**config.mk**
```make
export PLATFORM = sky130hd
export DESIGN_NAME = xxtea_block_cipher
export DESIGN_NICKNAME = d
export VERILOG_FILES = /design/src/sv/xxtea_pkg.sv /design/src/sv/xxtea_block_cipher.sv /design/src/sv/xxtea_ram.sv
export VERILOG_INCLUDE_DIRS = /design/src /design/src/sv
export SDC_FILE = /design/constraint.sdc
export NUM_CORES = 2
export LEC_CHECK = 0
export BUFFER_PORTS_ARGS = -buffer_cell sky130_fd_sc_hd__buf_2
export CORE_ASPECT_RATIO = 1.1
export CORE_UTILIZATION = 60
export CTS_CLUSTER_SIZE = 20
export DETAILED_ROUTE_END_ITERATION = 10
export GPL_TIMING_DRIVEN = 0
export PLACE_DENSITY = 0.76
export SLEW_MARGIN = 5
export SYNTH_ARGS = -nofsm -noshare
export SYNTH_HDL_FRONTEND = slang
export SYNTH_HIERARCHICAL = 1
export SYNTH_SLANG_ARGS = --single-unit
```
**constraint.sdc**
```tcl
create_clock -name clk -period 16.3 [get_ports clk]
set_input_delay 0.815 -clock clk [delete_from_list [all_inputs] [get_ports clk]]
set_output_delay 0.815 -clock clk [all_outputs]
set_load 0.02 [all_outputs]
```
**src/sv/xxtea_block_cipher_macros.svh**
```systemverilog
// assertion macros for the xxtea block cipher
// expects clk and rst_n in the scope where the macros are used
`ifndef XXTEA_BLOCK_CIPHER_MACROS_SVH
`define XXTEA_BLOCK_CIPHER_MACROS_SVH

// same-cycle implication
`define XXT_ASSERT_NOW(label, ante, cons, msg) \
  label: assert property (@(posedge clk) disable iff (!rst_n) (ante) |-> (cons)) \
    else $error(msg);

// next-cycle implication
`define XXT_ASSERT_NEXT(label, ante, cons, msg) \
  label: assert property (@(posedge clk) disable iff (!rst_n) (ante) |=> (cons)) \
    else $error(msg);

`endif

```
**src/sv/xxtea_pkg.sv**
```systemverilog
// shared constants, state codes and functions for the xxtea block cipher
// no dependencies
`default_nettype none

package xxtea_pkg;

  localparam int MAX_WORDS = 64;
  localparam int ADDR_W    = $clog2(MAX_WORDS);
  localparam int CNT_W     = ADDR_W + 1;
  localparam int WORD_W    = 32;
  localparam int CFG_IDX_W = 3;

  localparam logic [WORD_W-1:0] TEA_DELTA = 32'h9e3779b9;

  // configuration register indexes
  localparam logic [CFG_IDX_W-1:0] CFG_KEY0        = 3'd0;
  localparam logic [CFG_IDX_W-1:0] CFG_KEY1        = 3'd1;
  localparam logic [CFG_IDX_W-1:0] CFG_KEY2        = 3'd2;
  localparam logic [CFG_IDX_W-1:0] CFG_KEY3        = 3'd3;
  localparam logic [CFG_IDX_W-1:0] CFG_DECRYPT     = 3'd4;
  localparam logic [CFG_IDX_W-1:0] CFG_BLOCK_WORDS = 3'd5;

  // sequencer states
  localparam logic [2:0] ST_LOAD   = 3'd0;
  localparam logic [2:0] ST_INIT_A = 3'd1;
  localparam logic [2:0] ST_INIT_B = 3'd2;
  localparam logic [2:0] ST_INIT_C = 3'd3;
  localparam logic [2:0] ST_RD     = 3'd4;
  localparam logic [2:0] ST_UPD    = 3'd5;
  localparam logic [2:0] ST_OUT    = 3'd6;

  // zero counts as one, anything above the store depth saturates
  function automatic logic [CNT_W-1:0] eff_words(input logic [6:0] bw);
    logic [CNT_W-1:0] n;
    if (bw == 7'd0) begin
      n = CNT_W'(1);
    end else if (bw > 7'(MAX_WORDS)) begin
      n = CNT_W'(MAX_WORDS);
    end else begin
      n = CNT_W'(bw);
    end
    return n;
  endfunction

  // 6 + 52/n full rounds
  function automatic logic [5:0] round_count(input logic [CNT_W-1:0] n);
    logic [5:0] q;
    case (7'(n)) inside
      7'd0, 7'd1: q = 6'd52;
      7'd2:       q = 6'd26;
      7'd3:       q = 6'd17;
      7'd4:       q = 6'd13;
      7'd5:       q = 6'd10;
      7'd6:       q = 6'd8;
      7'd7:       q = 6'd7;
      7'd8:       q = 6'd6;
      [7'd9:7'd10]:  q = 6'd5;
      [7'd11:7'd13]: q = 6'd4;
      [7'd14:7'd17]: q = 6'd3;
      [7'd18:7'd26]: q = 6'd2;
      [7'd27:7'd52]: q = 6'd1;
      default:    q = 6'd0;
    endcase
    return 6'(q + 6'd6);
  endfunction

  function automatic logic [WORD_W-1:0] mix(input logic [WORD_W-1:0] y,
                                            input logic [WORD_W-1:0] z,
                                            input logic [WORD_W-1:0] sum,
                                            input logic [WORD_W-1:0] k);
    logic [WORD_W-1:0] lhs;
    logic [WORD_W-1:0] rhs;
    lhs = ((z >> 5) ^ (y << 2)) + ((y >> 3) ^ (z << 4));
    rhs = (sum ^ y) + (k ^ z);
    return lhs ^ rhs;
  endfunction

endpackage

`default_nettype wire

```
**src/sv/xxtea_block_cipher.sv**
```systemverilog
// xxtea block cipher: word store in one ram, one word update per read-modify-write
// depends on xxtea_pkg, xxtea_ram and xxtea_block_cipher_macros.svh
//
//  channel | ports                                   | transaction
//  --------+-----------------------------------------+----------------------------
//  input   | start, busy, in_data_word               | start high while busy low
//  result  | out_valid, out_result_word, out_last_word| out_valid high, one cycle
//  config  | cfg_we, cfg_index, cfg_data             | cfg_we high
//
// words load one per cycle while busy is low; busy rises after the last word of
// a block of n; the single ram read port gives each word update a read state and
// an update state (ram read, then update and write back); setup states INIT_A,
// INIT_B, INIT_C, then (6 + 52/n) rounds of n word updates, then n results, one
// per clock, which the receiver cannot stall; a one-word block skips rounds
// synchronous active-low reset; store contents are not cleared, no clearing pass
`default_nettype none

module xxtea_block_cipher (
  input  wire logic        clk,
  input  wire logic        rst_n,
  input  wire logic        start,
  output logic             busy,
  input  wire logic [31:0] in_data_word,
  output logic             out_valid,
  output logic [31:0]      out_result_word,
  output logic             out_last_word,
  input  wire logic        cfg_we,
  input  wire logic [2:0]  cfg_index,
  input  wire logic [31:0] cfg_data
);

`include "xxtea_block_cipher_macros.svh"

  localparam int AW = xxtea_pkg::ADDR_W;
  localparam int CW = xxtea_pkg::CNT_W;
  localparam int WW = xxtea_pkg::WORD_W;

  // configuration registers
  logic [WW-1:0] key_r [4];
  logic          decrypt_r;
  logic [6:0]    block_words_r;

  // sequencer
  logic [2:0]    state_r;
  logic [2:0]    state_nxt;
  logic [CW-1:0] loaded_cnt_r;
  logic [CW-1:0] n_r;
  logic          dec_r;
  logic [5:0]    rounds_r;
  logic [AW-1:0] pos_r;
  logic [WW-1:0] sum_r;
  logic [WW-1:0] x_r;   // old value of the word being updated
  logic [WW-1:0] a_r;   // last updated word, z when encrypting, y when decrypting
  logic [WW-1:0] f_r;   // first word updated in the current round
  logic          out_valid_r;
  logic          out_last_r;

  logic          accept;
  logic [CW-1:0] n_eff;
  logic          load_done;
  logic [CW-1:0] n_m1;
  logic          first_step;
  logic          last_step;
  logic [1:0]    key_idx;
  logic [WW-1:0] nbr;
  logic [WW-1:0] mix_v;
  logic [WW-1:0] upd;

  logic          ram_we;
  logic [AW-1:0] ram_waddr;
  logic [WW-1:0] ram_wdata;
  logic [AW-1:0] ram_raddr;
  logic [WW-1:0] ram_rdata;

  xxtea_ram #(
    .WIDTH(WW),
    .DEPTH(xxtea_pkg::MAX_WORDS)
  ) u_store (
    .clk    (clk),
    .wr_en  (ram_we),
    .wr_addr(ram_waddr),
    .wr_data(ram_wdata),
    .rd_addr(ram_raddr),
    .rd_data(ram_rdata)
  );

  assign busy      = (state_r != xxtea_pkg::ST_LOAD);
  assign accept    = start && !busy;
  assign n_eff     = xxtea_pkg::eff_words(block_words_r);
  assign load_done = (loaded_cnt_r + CW'(1)) >= n_eff;
  assign n_m1      = n_r - CW'(1);

  assign first_step = dec_r ? (pos_r == n_m1[AW-1:0]) : (pos_r == '0);
  assign last_step  = dec_r ? (pos_r == '0) : (pos_r == n_m1[AW-1:0]);

  assign key_idx = pos_r[1:0] ^ sum_r[3:2];
  // the step that closes a round uses the word updated first in that round
  assign nbr     = last_step ? f_r : ram_rdata;
  assign mix_v   = dec_r ? xxtea_pkg::mix(a_r, nbr, sum_r, key_r[key_idx])
                         : xxtea_pkg::mix(nbr, a_r, sum_r, key_r[key_idx]);
  assign upd     = dec_r ? (x_r - mix_v) : (x_r + mix_v);

  // store port selection; loading and updating never overlap
  assign ram_we    = accept || (state_r == xxtea_pkg::ST_UPD);
  assign ram_waddr = accept ? loaded_cnt_r[AW-1:0] : pos_r;
  assign ram_wdata = accept ? in_data_word : upd;

  always_comb begin
    case (state_r)
      xxtea_pkg::ST_INIT_A: ram_raddr = dec_r ? n_m1[AW-1:0] : '0;
      xxtea_pkg::ST_INIT_B: ram_raddr = dec_r ? '0 : n_m1[AW-1:0];
      xxtea_pkg::ST_RD:     ram_raddr = dec_r ? (pos_r - AW'(1)) : (pos_r + AW'(1));
      default:              ram_raddr = pos_r;
    endcase
  end

  always_comb begin
    state_nxt = state_r;
    case (state_r)
      xxtea_pkg::ST_LOAD: begin
        if (accept && load_done) begin
          state_nxt = (n_eff == CW'(1)) ? xxtea_pkg::ST_OUT : xxtea_pkg::ST_INIT_A;
        end
      end
      xxtea_pkg::ST_INIT_A: state_nxt = xxtea_pkg::ST_INIT_B;
      xxtea_pkg::ST_INIT_B: state_nxt = xxtea_pkg::ST_INIT_C;
      xxtea_pkg::ST_INIT_C: state_nxt = xxtea_pkg::ST_RD;
      xxtea_pkg::ST_RD:     state_nxt = xxtea_pkg::ST_UPD;
      xxtea_pkg::ST_UPD: begin
        if (last_step && rounds_r == 6'd1) begin
          state_nxt = xxtea_pkg::ST_OUT;
        end else begin
          state_nxt = xxtea_pkg::ST_RD;
        end
      end
      xxtea_pkg::ST_OUT: begin
        if ({1'b0, pos_r} == n_m1) begin
          state_nxt = xxtea_pkg::ST_LOAD;
        end
      end
      default: state_nxt = xxtea_pkg::ST_LOAD;
    endcase
  end

  // configuration writes
  always_ff @(posedge clk) begin
    if (!rst_n) begin
      key_r[0]      <= '0;
      key_r[1]      <= '0;
      key_r[2]      <= '0;
      key_r[3]      <= '0;
      decrypt_r     <= 1'b0;
      block_words_r <= 7'd2;
    end else if (cfg_we) begin
      case (cfg_index)
        xxtea_pkg::CFG_KEY0:        key_r[0]      <= cfg_data;
        xxtea_pkg::CFG_KEY1:        key_r[1]      <= cfg_data;
        xxtea_pkg::CFG_KEY2:        key_r[2]      <= cfg_data;
        xxtea_pkg::CFG_KEY3:        key_r[3]      <= cfg_data;
        xxtea_pkg::CFG_DECRYPT:     decrypt_r     <= cfg_data[0];
        xxtea_pkg::CFG_BLOCK_WORDS: block_words_r <= cfg_data[6:0];
        default: ;
      endcase
    end
  end

  // control state
  always_ff @(posedge clk) begin
    if (!rst_n) begin
      state_r      <= xxtea_pkg::ST_LOAD;
      loaded_cnt_r <= '0;
      n_r          <= CW'(1);
      dec_r        <= 1'b0;
      rounds_r     <= '0;
      pos_r        <= '0;
      out_valid_r  <= 1'b0;
      out_last_r   <= 1'b0;
    end else begin
      state_r     <= state_nxt;
      out_valid_r <= 1'b0;
      out_last_r  <= 1'b0;
      case (state_r)
        xxtea_pkg::ST_LOAD: begin
          if (accept) begin
            if (load_done) begin
              loaded_cnt_r <= '0;
              n_r          <= n_eff;
              dec_r        <= decrypt_r;
              rounds_r     <= xxtea_pkg::round_count(n_eff);
              pos_r        <= '0;
            end else begin
              loaded_cnt_r <= loaded_cnt_r + CW'(1);
            end
          end
        end
        xxtea_pkg::ST_INIT_C: begin
          pos_r <= dec_r ? n_m1[AW-1:0] : '0;
        end
        xxtea_pkg::ST_UPD: begin
          if (last_step) begin
            rounds_r <= rounds_r - 6'd1;
            if (rounds_r == 6'd1) begin
              pos_r <= '0;
            end else begin
              pos_r <= dec_r ? n_m1[AW-1:0] : '0;
            end
          end else begin
            pos_r <= dec_r ? (pos_r - AW'(1)) : (pos_r + AW'(1));
          end
        end
        xxtea_pkg::ST_OUT: begin
          out_valid_r <= 1'b1;
          out_last_r  <= ({1'b0, pos_r} == n_m1);
          pos_r       <= pos_r + AW'(1);
        end
        default: ;
      endcase
    end
  end

  // datapath registers
  always_ff @(posedge clk) begin
    case (state_r)
      xxtea_pkg::ST_INIT_A: begin
        sum_r <= dec_r ? WW'(xxtea_pkg::TEA_DELTA * {26'd0, rounds_r})
                       : xxtea_pkg::TEA_DELTA;
      end
      xxtea_pkg::ST_INIT_B: x_r <= ram_rdata;
      xxtea_pkg::ST_INIT_C: a_r <= ram_rdata;
      xxtea_pkg::ST_UPD: begin
        a_r <= upd;
        x_r <= last_step ? f_r : ram_rdata;
        if (first_step) begin
          f_r <= upd;
        end
        if (last_step) begin
          sum_r <= dec_r ? (sum_r - xxtea_pkg::TEA_DELTA) : (sum_r + xxtea_pkg::TEA_DELTA);
        end
      end
      default: ;
    endcase
  end

  assign out_valid       = out_valid_r;
  assign out_result_word = ram_rdata;
  assign out_last_word   = out_last_r;

  `XXT_ASSERT_NEXT(a_last_ends_block, out_valid && out_last_word, !out_valid, "result after last word")
  `XXT_ASSERT_NOW(a_pos_in_block, state_r == xxtea_pkg::ST_UPD, {1'b0, pos_r} < n_r, "update outside block")
  `XXT_ASSERT_NOW(a_count_cleared, busy, loaded_cnt_r == '0, "load count not cleared while busy")
  `XXT_ASSERT_NEXT(a_out_follows_read, state_r == xxtea_pkg::ST_OUT, out_valid, "missing result strobe")

endmodule

`default_nettype wire

```
**src/sv/xxtea_ram.sv**
```systemverilog
// generic simple dual-port ram, one write and one registered read per cycle
// no dependencies
`default_nettype none

module xxtea_ram #(
  parameter int WIDTH = 32,
  parameter int DEPTH = 64
) (
  input  wire logic                     clk,
  input  wire logic                     wr_en,
  input  wire logic [$clog2(DEPTH)-1:0] wr_addr,
  input  wire logic [WIDTH-1:0]         wr_data,
  input  wire logic [$clog2(DEPTH)-1:0] rd_addr,
  output logic      [WIDTH-1:0]         rd_data
);

  logic [WIDTH-1:0] mem [DEPTH];

  always_ff @(posedge clk) begin
    if (wr_en) begin
      mem[wr_addr] <= wr_data;
    end
    rd_data <= mem[rd_addr];
  end

endmodule

`default_nettype wire
```
==> out/summary.txt <==
status -> complete, but fails checks
failing checks -> max-capacitance violations, max-slew violations
Syn Std Cell Area -> 107000 µm²
I/O pin count -> 106
drt drc -> 0
area post-placement -> 114000 µm²
postcts setup bufs -> 0
worst hold path class -> input pin to register
critical path required time -> 17000 ps
Syn-to-layout area delta -> 13.9%
Vert. Die Dim -> 445 µm
Post-CTS Hold Buffers -> 0
Worst Setup End Kind -> register
Worst-Skew Late Latency -> 900 ps
Num CTS Buffers -> 218
TritonCTS clock tree -> yes
Non-Filler Instances -> 9445
# clock sinks -> 2376
clk buf depth -> 3
Fmax achieved -> 69.4 MHz
final core utilization -> 0.687
flop2flop setup slack -> 1900 ps
Detail Route Antenna Nets -> 0
Mapped Cells -> 6384
1st-pass router iterations -> 8
Final Hold Violating Endpoints -> 0
Post-synth ARST share -> 0
Worst Tran Pin Value -> 1570 ps
critical path class -> register to register
Syn Area/Cell -> 16.8 µm²
largest stage delay on the critical path -> 1030 ps
initial antenna violation count -> 18
Synth Warn # -> 6
standard cell core area -> 177000 µm²
commonest cells after routing, fill and taps aside -> 2304 x edfxtp_1, 576 x mux4_2, 329 x xnor2_1
vias in the first global route -> 67.4k
RSZ-0062 raised after global routing -> false
Vias/cell -> 7.18
post-synthesis sequential area ratio -> 0.660
Pins Over Slew Limit -> 17
largest net degree at the start of global routing -> 49
crit-path max FO -> 34
gr usage total -> 0.422
Routed WL -> 378000 µm
clk slew on worst S/H paths -> 70 ps
predominant post-synthesis flop cell -> edfxtp_1
Yosys reg bits -> 2376
CP arrival -> 15100 ps
max-capacitance violation count -> 4
die area -> 180000 µm²
Final Cell Area -> 122000 µm²
Via Count -> 67.8k
crit path launch type -> register
post-synth cell types -> 98
Syn Nets -> 6744
Worst path most repeated cell -> xnor2_1
most common cell after layout, fill and taps aside -> edfxtp_1
Starting Density -> 0.604
Slowest cell on crit path -> o41ai_1
FP Rows -> 162
PostCTS Resize Cnt -> 0
Buf/Inv on CP -> 6
CTS H-tree depth -> 4
Clock Skew -> 66.5 ps
root buffer cell -> clkbuf_16
Port Buf Inserts -> 104
worst rel slew slack -> -0.0490
Tcrit/Tclk final -> 0.883
Congestion Overflow GR -> 0
die width -> 405 µm
Final HPWL DP -> 251000 µm
final worst path period need -> 14400 ps
Post-synth EDFFs -> 2304
Post-layout nets -> 7214
setup violators final -> 0
DR WL/cell -> 40.1 µm
RePlAce Congestion -> 0.986
share of layout cells above drive strength 1 -> 0.205
CP top delay family -> compound AO/OA/AOI/OAI gates
Cells after DPL -> 9012
first-pass GRT wire length -> 517000 µm
DR iter-0 viols -> 10.4k
[path summary, 6_finish.rpt]
path	endpoint	from	cells after the start
min	key_r[1][14]	cfg_data[14]	2
min reg2reg	decrypt_r	decrypt_r	2
max reg2reg	u_store/mem[58][31]	n_r[0]	37
max	u_store/mem[58][31]	n_r[0]	37
[logic make-up (layout without fill, tap and decap cells)]
| family | count (synthesis) | after routing | synth area share |
|---|---|---|---|
| flops | 2376 | 2376 | 0.660 |
| xor+xnor | 493 | 493 | 0.0409 |
| compound gates | 958 | 958 | 0.0575 |
| fa+ha+maj | 292 | 292 | 0.0368 |
| other cells | 0 | 19 | 0 |
| simple gates | 1066 | 1066 | 0.0489 |
| buf+inv | 455 | 1119 | 0.0181 |
| mux | 744 | 744 | 0.138 |
[final cells by class]
cell class | instances | area (µm²)
Clock inverter | 148 | 1530
Antenna cell | 19 | 47.5
Fill cell | 11000 | 55400
Timing Repair Buffer | 250 | 3530
Clock buffer | 266 | 5850
Tap cell | 2378 | 2980
Multi-Input combinational cell | 3553 | 35300
Buffer | 299 | 1360
Sequential cell | 2376 | 70600
Inverter | 156 | 586
[worst reg2reg max path, delay by kind of cell, from the launching register on]
kind	cells	cell delay (ps)
buf+inv	6	2680
simple gates	5	1840
xor+xnor	8	2420
compound gates	14	5370
mux	1	550
fa+ha+maj	3	880
flops	1	480
[sequential cells by signal (all words and copies together) (netlist names)]
signal / count
out_last_word: 1
u_store/mem: 2048
rounds_r: 6
pos_r: 6
a_r: 32
state_r: 3
block_words_r: 7
out_valid: 1
sum_r: 32
decrypt_r: 1
key_r: 128
x_r: 32
loaded_cnt_r: 7
u_store/rd_data: 32
n_r: 7
f_r: 32
dec_r: 1
[synthesized netlist by cell type, drive strengths merged (27+ instances only)]
master | n | area (µm²)
a31oi | 36 | 225
nor2 | 286 | 1070
a21oi | 273 | 1380
edfxtp | 2304 | 69200
o221ai | 32 | 280
nand2 | 271 | 1020
buf | 126 | 701
nand3 | 62 | 315
o22ai | 94 | 588
nor3 | 65 | 330
a21o | 107 | 803
ha | 251 | 3140
xor2 | 160 | 1400
o21bai | 30 | 225
mux2 | 27 | 304
dfxtp | 72 | 1440
fa | 38 | 761
a22oi | 29 | 218
o21ai | 181 | 921
xnor2 | 329 | 2880
inv | 155 | 582
nand2b | 44 | 275
and2 | 148 | 926
and3 | 30 | 188
clkbuf | 173 | 649
mux2i | 141 | 1430
nor2b | 49 | 307
mux4 | 576 | 13000
[routing by layer]
layer	global-route usage	share of wire
met2	0.656	0.46
met5	0	0.00018
met3	0.120	0.13
met4	0.359	0.11
met1	0.484	0.30
[through the flow]
stage                     setup slack (ps)  setup TNS (ps)  hold WS [ps]
final                                 1900               0           245
after CTS                             2050               0           199
after global routing                  1510               0           227
after detailed placement              2190               0           480
after floorplan                       3160               0           460
after global placement               -2120        -1544230           484
Power is not shown: default switching activity piles up to over one toggle a cycle in this logic, so the estimate is an artifact.
